`src/rtl/sobel_edge_magnitude_stream_defines.svh`:
```
// Assertion macros for the Sobel edge magnitude stream.
`ifndef SOBEL_EDGE_MAGNITUDE_STREAM_DEFINES_SVH
`define SOBEL_EDGE_MAGNITUDE_STREAM_DEFINES_SVH

`ifndef SYNTHESIS
// Same-cycle implication, checked out of reset.
`define SEM_ASSERT_SAME(label, clk, rst, ante, cons) \
   label: assert property (@(posedge clk) disable iff (rst) (ante) |-> (cons)) \
      else $error("sobel edge magnitude: same-cycle check failed");
// Next-cycle implication, checked out of reset.
`define SEM_ASSERT_NEXT(label, clk, rst, ante, cons) \
   label: assert property (@(posedge clk) disable iff (rst) (ante) |=> (cons)) \
      else $error("sobel edge magnitude: next-cycle check failed");
`else
`define SEM_ASSERT_SAME(label, clk, rst, ante, cons)
`define SEM_ASSERT_NEXT(label, clk, rst, ante, cons)
`endif

`endif

```
`src/rtl/sem_pkg.sv`:
```
// Types and constants shared by the Sobel edge magnitude stream.
`timescale 1ns / 1ps

package sem_pkg;

   localparam int MAX_WIDTH  = 2048;
   localparam int MAX_HEIGHT = 4096;
   localparam int COL_W      = $clog2(MAX_WIDTH);     // column counter
   localparam int ROW_W      = $clog2(MAX_HEIGHT);    // row counter
   localparam int WIDTH_W    = 12;                    // image_width register
   localparam int HEIGHT_W   = 13;                    // image_height register
   localparam int CSR_DATA_W = 13;

   localparam logic [WIDTH_W-1:0]  WIDTH_RESET  = 12'd640;
   localparam logic [HEIGHT_W-1:0] HEIGHT_RESET = 13'd480;

   typedef enum logic [0:0] {
      CSR_IMAGE_WIDTH  = 1'b0,
      CSR_IMAGE_HEIGHT = 1'b1
   } csr_index_type;

   typedef struct packed {
      logic [7:0] pixel;
      logic       start_of_frame;
   } req_type;

   typedef struct packed {
      logic [7:0]       magnitude;
      logic [COL_W-1:0] centre_col;
      logic [ROW_W-1:0] centre_row;
      logic             frame_last;
   } rsp_type;

   // One line store entry: upper row above middle row.
   typedef struct packed {
      logic [7:0] upper;
      logic [7:0] middle;
   } line_entry_type;

   // 3x3 neighbourhood without the centre tap: left, centre and right columns, top/mid/bottom rows.
   typedef struct packed {
      logic [7:0] tl;
      logic [7:0] ml;
      logic [7:0] bl;
      logic [7:0] tc;
      logic [7:0] bc;
      logic [7:0] tr;
      logic [7:0] mr;
      logic [7:0] br;
   } taps_type;

endpackage

```
`src/rtl/sem_kernel.sv`:
```
// Sobel 3x3 gradients and saturated L1 magnitude.
`timescale 1ns / 1ps

module sem_kernel (
   input  sem_pkg::taps_type taps,
   output logic [7:0]        magnitude
);
   import sem_pkg::*;

   logic [9:0]         sum_left, sum_right, sum_top, sum_bottom;
   logic signed [10:0] gx, gy;
   logic [9:0]         abs_gx, abs_gy;
   logic [10:0]        l1;

   always_comb begin
      sum_left   = {2'b00, taps.tl} + {1'b0, taps.ml, 1'b0} + {2'b00, taps.bl};
      sum_right  = {2'b00, taps.tr} + {1'b0, taps.mr, 1'b0} + {2'b00, taps.br};
      sum_top    = {2'b00, taps.tl} + {1'b0, taps.tc, 1'b0} + {2'b00, taps.tr};
      sum_bottom = {2'b00, taps.bl} + {1'b0, taps.bc, 1'b0} + {2'b00, taps.br};
      gx = $signed({1'b0, sum_right}) - $signed({1'b0, sum_left});
      gy = $signed({1'b0, sum_bottom}) - $signed({1'b0, sum_top});
      // |g| <= 1020, so ten bits hold it
      abs_gx = gx[10] ? 10'(-gx) : gx[9:0];
      abs_gy = gy[10] ? 10'(-gy) : gy[9:0];
      l1 = {1'b0, abs_gx} + {1'b0, abs_gy};
      magnitude = (l1 > 11'd255) ? 8'hFF : l1[7:0];
   end

endmodule

```
`config.mk`:
```
export PLATFORM = sky130hd
export DESIGN_NAME = sem_kernel
export DESIGN_NICKNAME = d
export VERILOG_FILES = /design/src/rtl/sobel_edge_magnitude_stream_defines.svh /design/src/rtl/sem_pkg.sv /design/src/rtl/sem_kernel.sv
export SDC_FILE = /design/constraint.sdc
export NUM_CORES = 1
export LEC_CHECK = 0
export BUFFER_PORTS_ARGS = -buffer_cell sky130_fd_sc_hd__buf_2
export CELL_PAD_IN_SITES_DETAIL_PLACEMENT = 0
export CELL_PAD_IN_SITES_GLOBAL_PLACEMENT = 2
export CORE_ASPECT_RATIO = 1.4
export CORE_UTILIZATION = 37
export DETAILED_ROUTE_END_ITERATION = 8
export PLACE_DENSITY = 0.87
export SYNTH_ARGS = -nofsm -noshare
export SYNTH_HDL_FRONTEND = slang
export SYNTH_SLANG_ARGS = --single-unit
```
`constraint.sdc`:
```
create_clock -name vclk -period 15.6
set_input_delay 1.56 -clock vclk [all_inputs]
set_output_delay 1.56 -clock vclk [all_outputs]
set_load 0.005 [all_outputs]
```
=== Yosys cells after proc, flatten, opt, wreduce, memory -nomap -nowiden ===
Index checks and enable logic that the tools add are counted.

* Register bits after elaboration: 0
* Output and inout bits: 8
* Word-level logic and storage cells: 17
* Input bits: 64

* Magnitude comparators: 1
* Add/sub/neg operators: 13
* Mux-type cells: 3

{| class="wikitable"
|+ Operator list
! operator !! count
|-
| $add A10 B8 Y10 || 4
|-
| $add A8 B9 Y10 || 4
|-
| $sub A10 B10 Y11 || 2
|-
| $mux W10 || 2
|-
| $neg A10 Y10 || 2
|-
| $add A10 B10 Y11 || 1
|-
| $gt A11 B8 Y1 const B || 1
|-
| $mux W8 || 1
|}

=== Logic depth before layout (Yosys ltp) ===
* Word-level depth: 8
* Mapped depth: 21
* Depth with buffers taken out: 21

=== Worst setup path after synthesis ===
No wires, ideal clock.

* Path kind: input-to-output
* From: input port taps[5] (netlist bit)
* To: output port magnitude[2]
* Buffers on the path: 0
* Required time: 14.040 ns
* Arrival time: 6.359 ns
* Path slack: 7.681 ns
* Stages: 21
* Path through: inv_1 -> fa_1 -> inv_1 -> fa_1 -> inv_1 -> fa_1 -> inv_1 -> ha_1 -> a21oi_1 -> o31ai_4 -> o221a_4 -> o21ai_4 -> a21oi_1 -> a31o_1 -> fa_1 -> a21o_1 -> a21oi_1 -> o211ai_1 -> a31o_1 -> mux2i_1 -> nand2b_1

* Longest elaborated chain between the ends: 7
* Elaborated cells on any way between the ends: 11
* Those cells by class: add/sub (7); order compare (1); mux (3)

{| class="wikitable"
|+ Ends and longest elaborated chain
! what !! RTL line !! text
|-
| start, declared || sem_kernel.sv:5 || <nowiki>input sem_pkg::taps_type taps,</nowiki>
|-
| $add A10 B8 Y10 (on tied branches) || sem_kernel.sv:17, sem_kernel.sv:19 ||
|-
| $sub A10 B10 Y11 (on tied branches) || sem_kernel.sv:20, sem_kernel.sv:21 ||
|-
| $neg A10 Y10 (on tied branches) || sem_kernel.sv:23, sem_kernel.sv:24 ||
|-
| $mux W10 (on tied branches) || sem_kernel.sv:23, sem_kernel.sv:24 ||
|-
| $add A10 B10 Y11 (*) || sem_kernel.sv:25 || <nowiki>l1 = {1'b0, abs_gx} + {1'b0, abs_gy};</nowiki>
|-
| $gt A11 B8 Y1 || sem_kernel.sv:26 || <nowiki>magnitude = (l1 > 11'd255) ? 8'hFF : l1[7:0];</nowiki>
|-
| $mux W8 (*) || sem_kernel.sv:26 ||
|-
| end, declared || sem_kernel.sv:6 || <nowiki>output logic [7:0] magnitude</nowiki>
|}

Mark *: on every way between the ends. The rest lies on a longest branch, timed or not.

=== Worst setup path after layout ===
* From: input port taps[4] (netlist bit)
* To: output port magnitude[5]

Same word-level chain as after synthesis.

==> summary.md <==
For the number of top-level pins, the log shows 72. The final layout contains a sequential cell count of 0. The run gives 0 as the final hold violation count. Entering global routing, the biggest net connects 11 pins. The logs give 0 for the count of antenna diodes in the layout and 14040 ps for the data required time at the worst endpoint.

Summing every instance area after synthesis gives 3330 um^2. After synthesis, the largest family of logic cells by area is adder cells. Setup repair after global routing left no endpoint under its margin. The average instance in the mapped netlist occupies 8.55 um^2.

The fraction of the mapped netlist area in adder cells was 0.513; the vertical die dimension was 114 um. The residual DRC count is 0, and the area inside the core boundary is 8660 um^2. The share of cell area taken by muxes after synthesis is 0.00638. Synthesis instantiated 57 different standard cells from the library.

The logs give 0 for the total of hold buffers inserted after clock tree synthesis and 0.717 for the headroom to the max-slew limit. Counting every net in the synthesized netlist gives 553. In the finished layout, the clock tree contains a buffer count of 0. The tools report the final setup violation count as 0. The post-route clock period utilization is 0.544, and the wire length per cell is 10.8 um. The tools report the first-pass GRT wire length as 11200 um. The final worst hold slack is 3880 ps, and the detailed-router iteration count before antenna repair is 4.

Summed over all layers, the global routing overflow is 0. For this run, the number of Yosys warnings is 0. The tools report the total count of max-transition violations in the final report as 0. The library cells used most frequently in the layout, excluding fill and tap cells, are sky130_fd_sc_hd__inv_1 (138), sky130_fd_sc_hd__buf_2 (72), sky130_fd_sc_hd__fa_1 (63). The area growth from synthesis to layout is 14.6%. In this run, post-CTS repair resized a total of 0 instances. Element type at the critical path end: a primary output. The library cell used most frequently in the layout, excluding fill and tap cells, is sky130_fd_sc_hd__inv_1. Adding up every negative setup slack in the final design gives 0 ps. The run gives 919 as the number of fillers in the final layout. In the final layout, flip-flops and latches occupy 0 um^2. Starting utilization of the core area: 0.385. The simple-gate share of the synthesized area is 0.102, and the post-synthesis sequential area ratio is 0.

Of all nets on the critical path, the largest fanout is 9. Ratio of routed vias to standard cells: 4.62. The run finished with clean final reports.

The run gives 0 as the post-CTS setup-driven buffer insertion count. The net count of the finished layout is 626. The shortest clock period the worst path allows after layout is 8480 ps, and the count of buffers from port buffering is 72. The congestion estimate from routability-driven global placement came to 0.723. Detailed placement ended at an HPWL of 5930 um. The min-delay analysis places its worst path in the category in -> out. The post-synthesis compound-gate area fraction was 0.129. The tool flagged a number of max-cap violations equal to 0. By startpoint and endpoint, the worst setup path is classified as in -> out. Slew at the pin closest to its max-slew limit: 413 ps. Static timing analysis puts the maximum clock frequency at 0.118 GHz.

The share of layout cells above drive strength 1 is 0.195. The area taken by multi-input logic gates was 2810 um^2. The number of antenna violations at the first check in global routing was 0; the die area was 9400 um^2. The die width is 82.2 um. The worst setup path is launched from an input pin. The number of placement rows is 40, and the gate count after technology mapping is 390. The number of vias after detailed routing was 2615; the detailed router's first-iteration violation count was 60. At the worst endpoint, the arrival time is 6920 ps. The count of nets left with antenna violations once routing finished came out at 0. The tools report the aggregate routed wire length as 6120 um. The logs give 0.148 for the global-route usage over all layers and 2828 for the via count of the first global-routing pass. The post-synthesis share of cell area spent on xor and xnor gates is 0.0916.
-- layer usage --
| layer | up-vias | routed length [um] | track usage |
|---|---|---|---|
| met2 | 45 | 3620 | 0.318 |
| li1 | 1326 | - | - |
| met1 | 1242 | 2330 | 0.159 |
| met5 | - | 0 | 0 |
| met4 | 0 | 36 | 0.00702 |
| met3 | 2 | 129 | 0 |
-- through the flow --
| stage | utilization | cells | setup slack [ps] | instance area (um^2) |
|---|---|---|---|---|
| after global routing | 0.441 | 566 | 6660 | 3820 |
| after floorplan | - | 390 | 7680 | 3330 |
| after CTS | 0.441 | 566 | 7090 | 3820 |
| after detailed placement | 0.441 | 566 | 7090 | 3820 |
| final | 0.441 | 566 | 7120 | 3820 |
| after global placement | 0.441 | 566 | 7210 | 3820 |
-- critical path: stages --
cell and delay (ps):
sky130_fd_sc_hd__buf_2 70, sky130_fd_sc_hd__inv_1 70, sky130_fd_sc_hd__fa_1 550, sky130_fd_sc_hd__inv_1 50
sky130_fd_sc_hd__fa_1 470, sky130_fd_sc_hd__inv_1 60, sky130_fd_sc_hd__fa_1 520, sky130_fd_sc_hd__inv_1 50
sky130_fd_sc_hd__ha_1 380, sky130_fd_sc_hd__nand2_1 90, sky130_fd_sc_hd__nor3_2 300, sky130_fd_sc_hd__o21ai_1 120
sky130_fd_sc_hd__a31oi_2 370, sky130_fd_sc_hd__mux2_2 420, sky130_fd_sc_hd__fa_1 430, sky130_fd_sc_hd__a21o_1 190
sky130_fd_sc_hd__a21oi_1 240, sky130_fd_sc_hd__o211ai_1 130, sky130_fd_sc_hd__a31o_1 230, sky130_fd_sc_hd__mux2i_1 350
sky130_fd_sc_hd__nand2b_1 160, sky130_fd_sc_hd__buf_2 100
-- cell type report --
class,instances,share of cell area
Timing Repair Buffer,72,0.0943
Multi-Input combinational cell,250,0.735
Tap cell,105,0.0344
Inverter,139,0.136
-- cells in the mapped netlist, drive strengths merged (5+ instances only) --
| cell type | n | area (um^2) |
|---|---|---|
| inv | 138 | 518 |
| nand2b | 9 | 56.3 |
| xnor2 | 22 | 200 |
| nor2 | 20 | 77.6 |
| a21oi | 10 | 50.1 |
| nand3 | 8 | 40.0 |
| o21ai | 10 | 61.3 |
| fa | 63 | 1260 |
| ha | 36 | 450 |
| nand2 | 9 | 36.3 |
| a21o | 5 | 38.8 |
| xor2 | 12 | 105 |
-- logic make-up after synthesis --
group / count (synthesis)
buf+inv: 140
compound gates: 51
xor+xnor: 34
fa+ha+maj: 99
mux: 2
simple gates: 64
-- path summary, 6_finish.rpt --
kind	cells after the start	endpoint	from	slack, ps
max	22	magnitude[5]	taps[4]	7120
min	6	magnitude[0]	taps[57]	3880
Power is not shown: default switching activity piles up to over one toggle a cycle in this logic, so the estimate is an artifact.
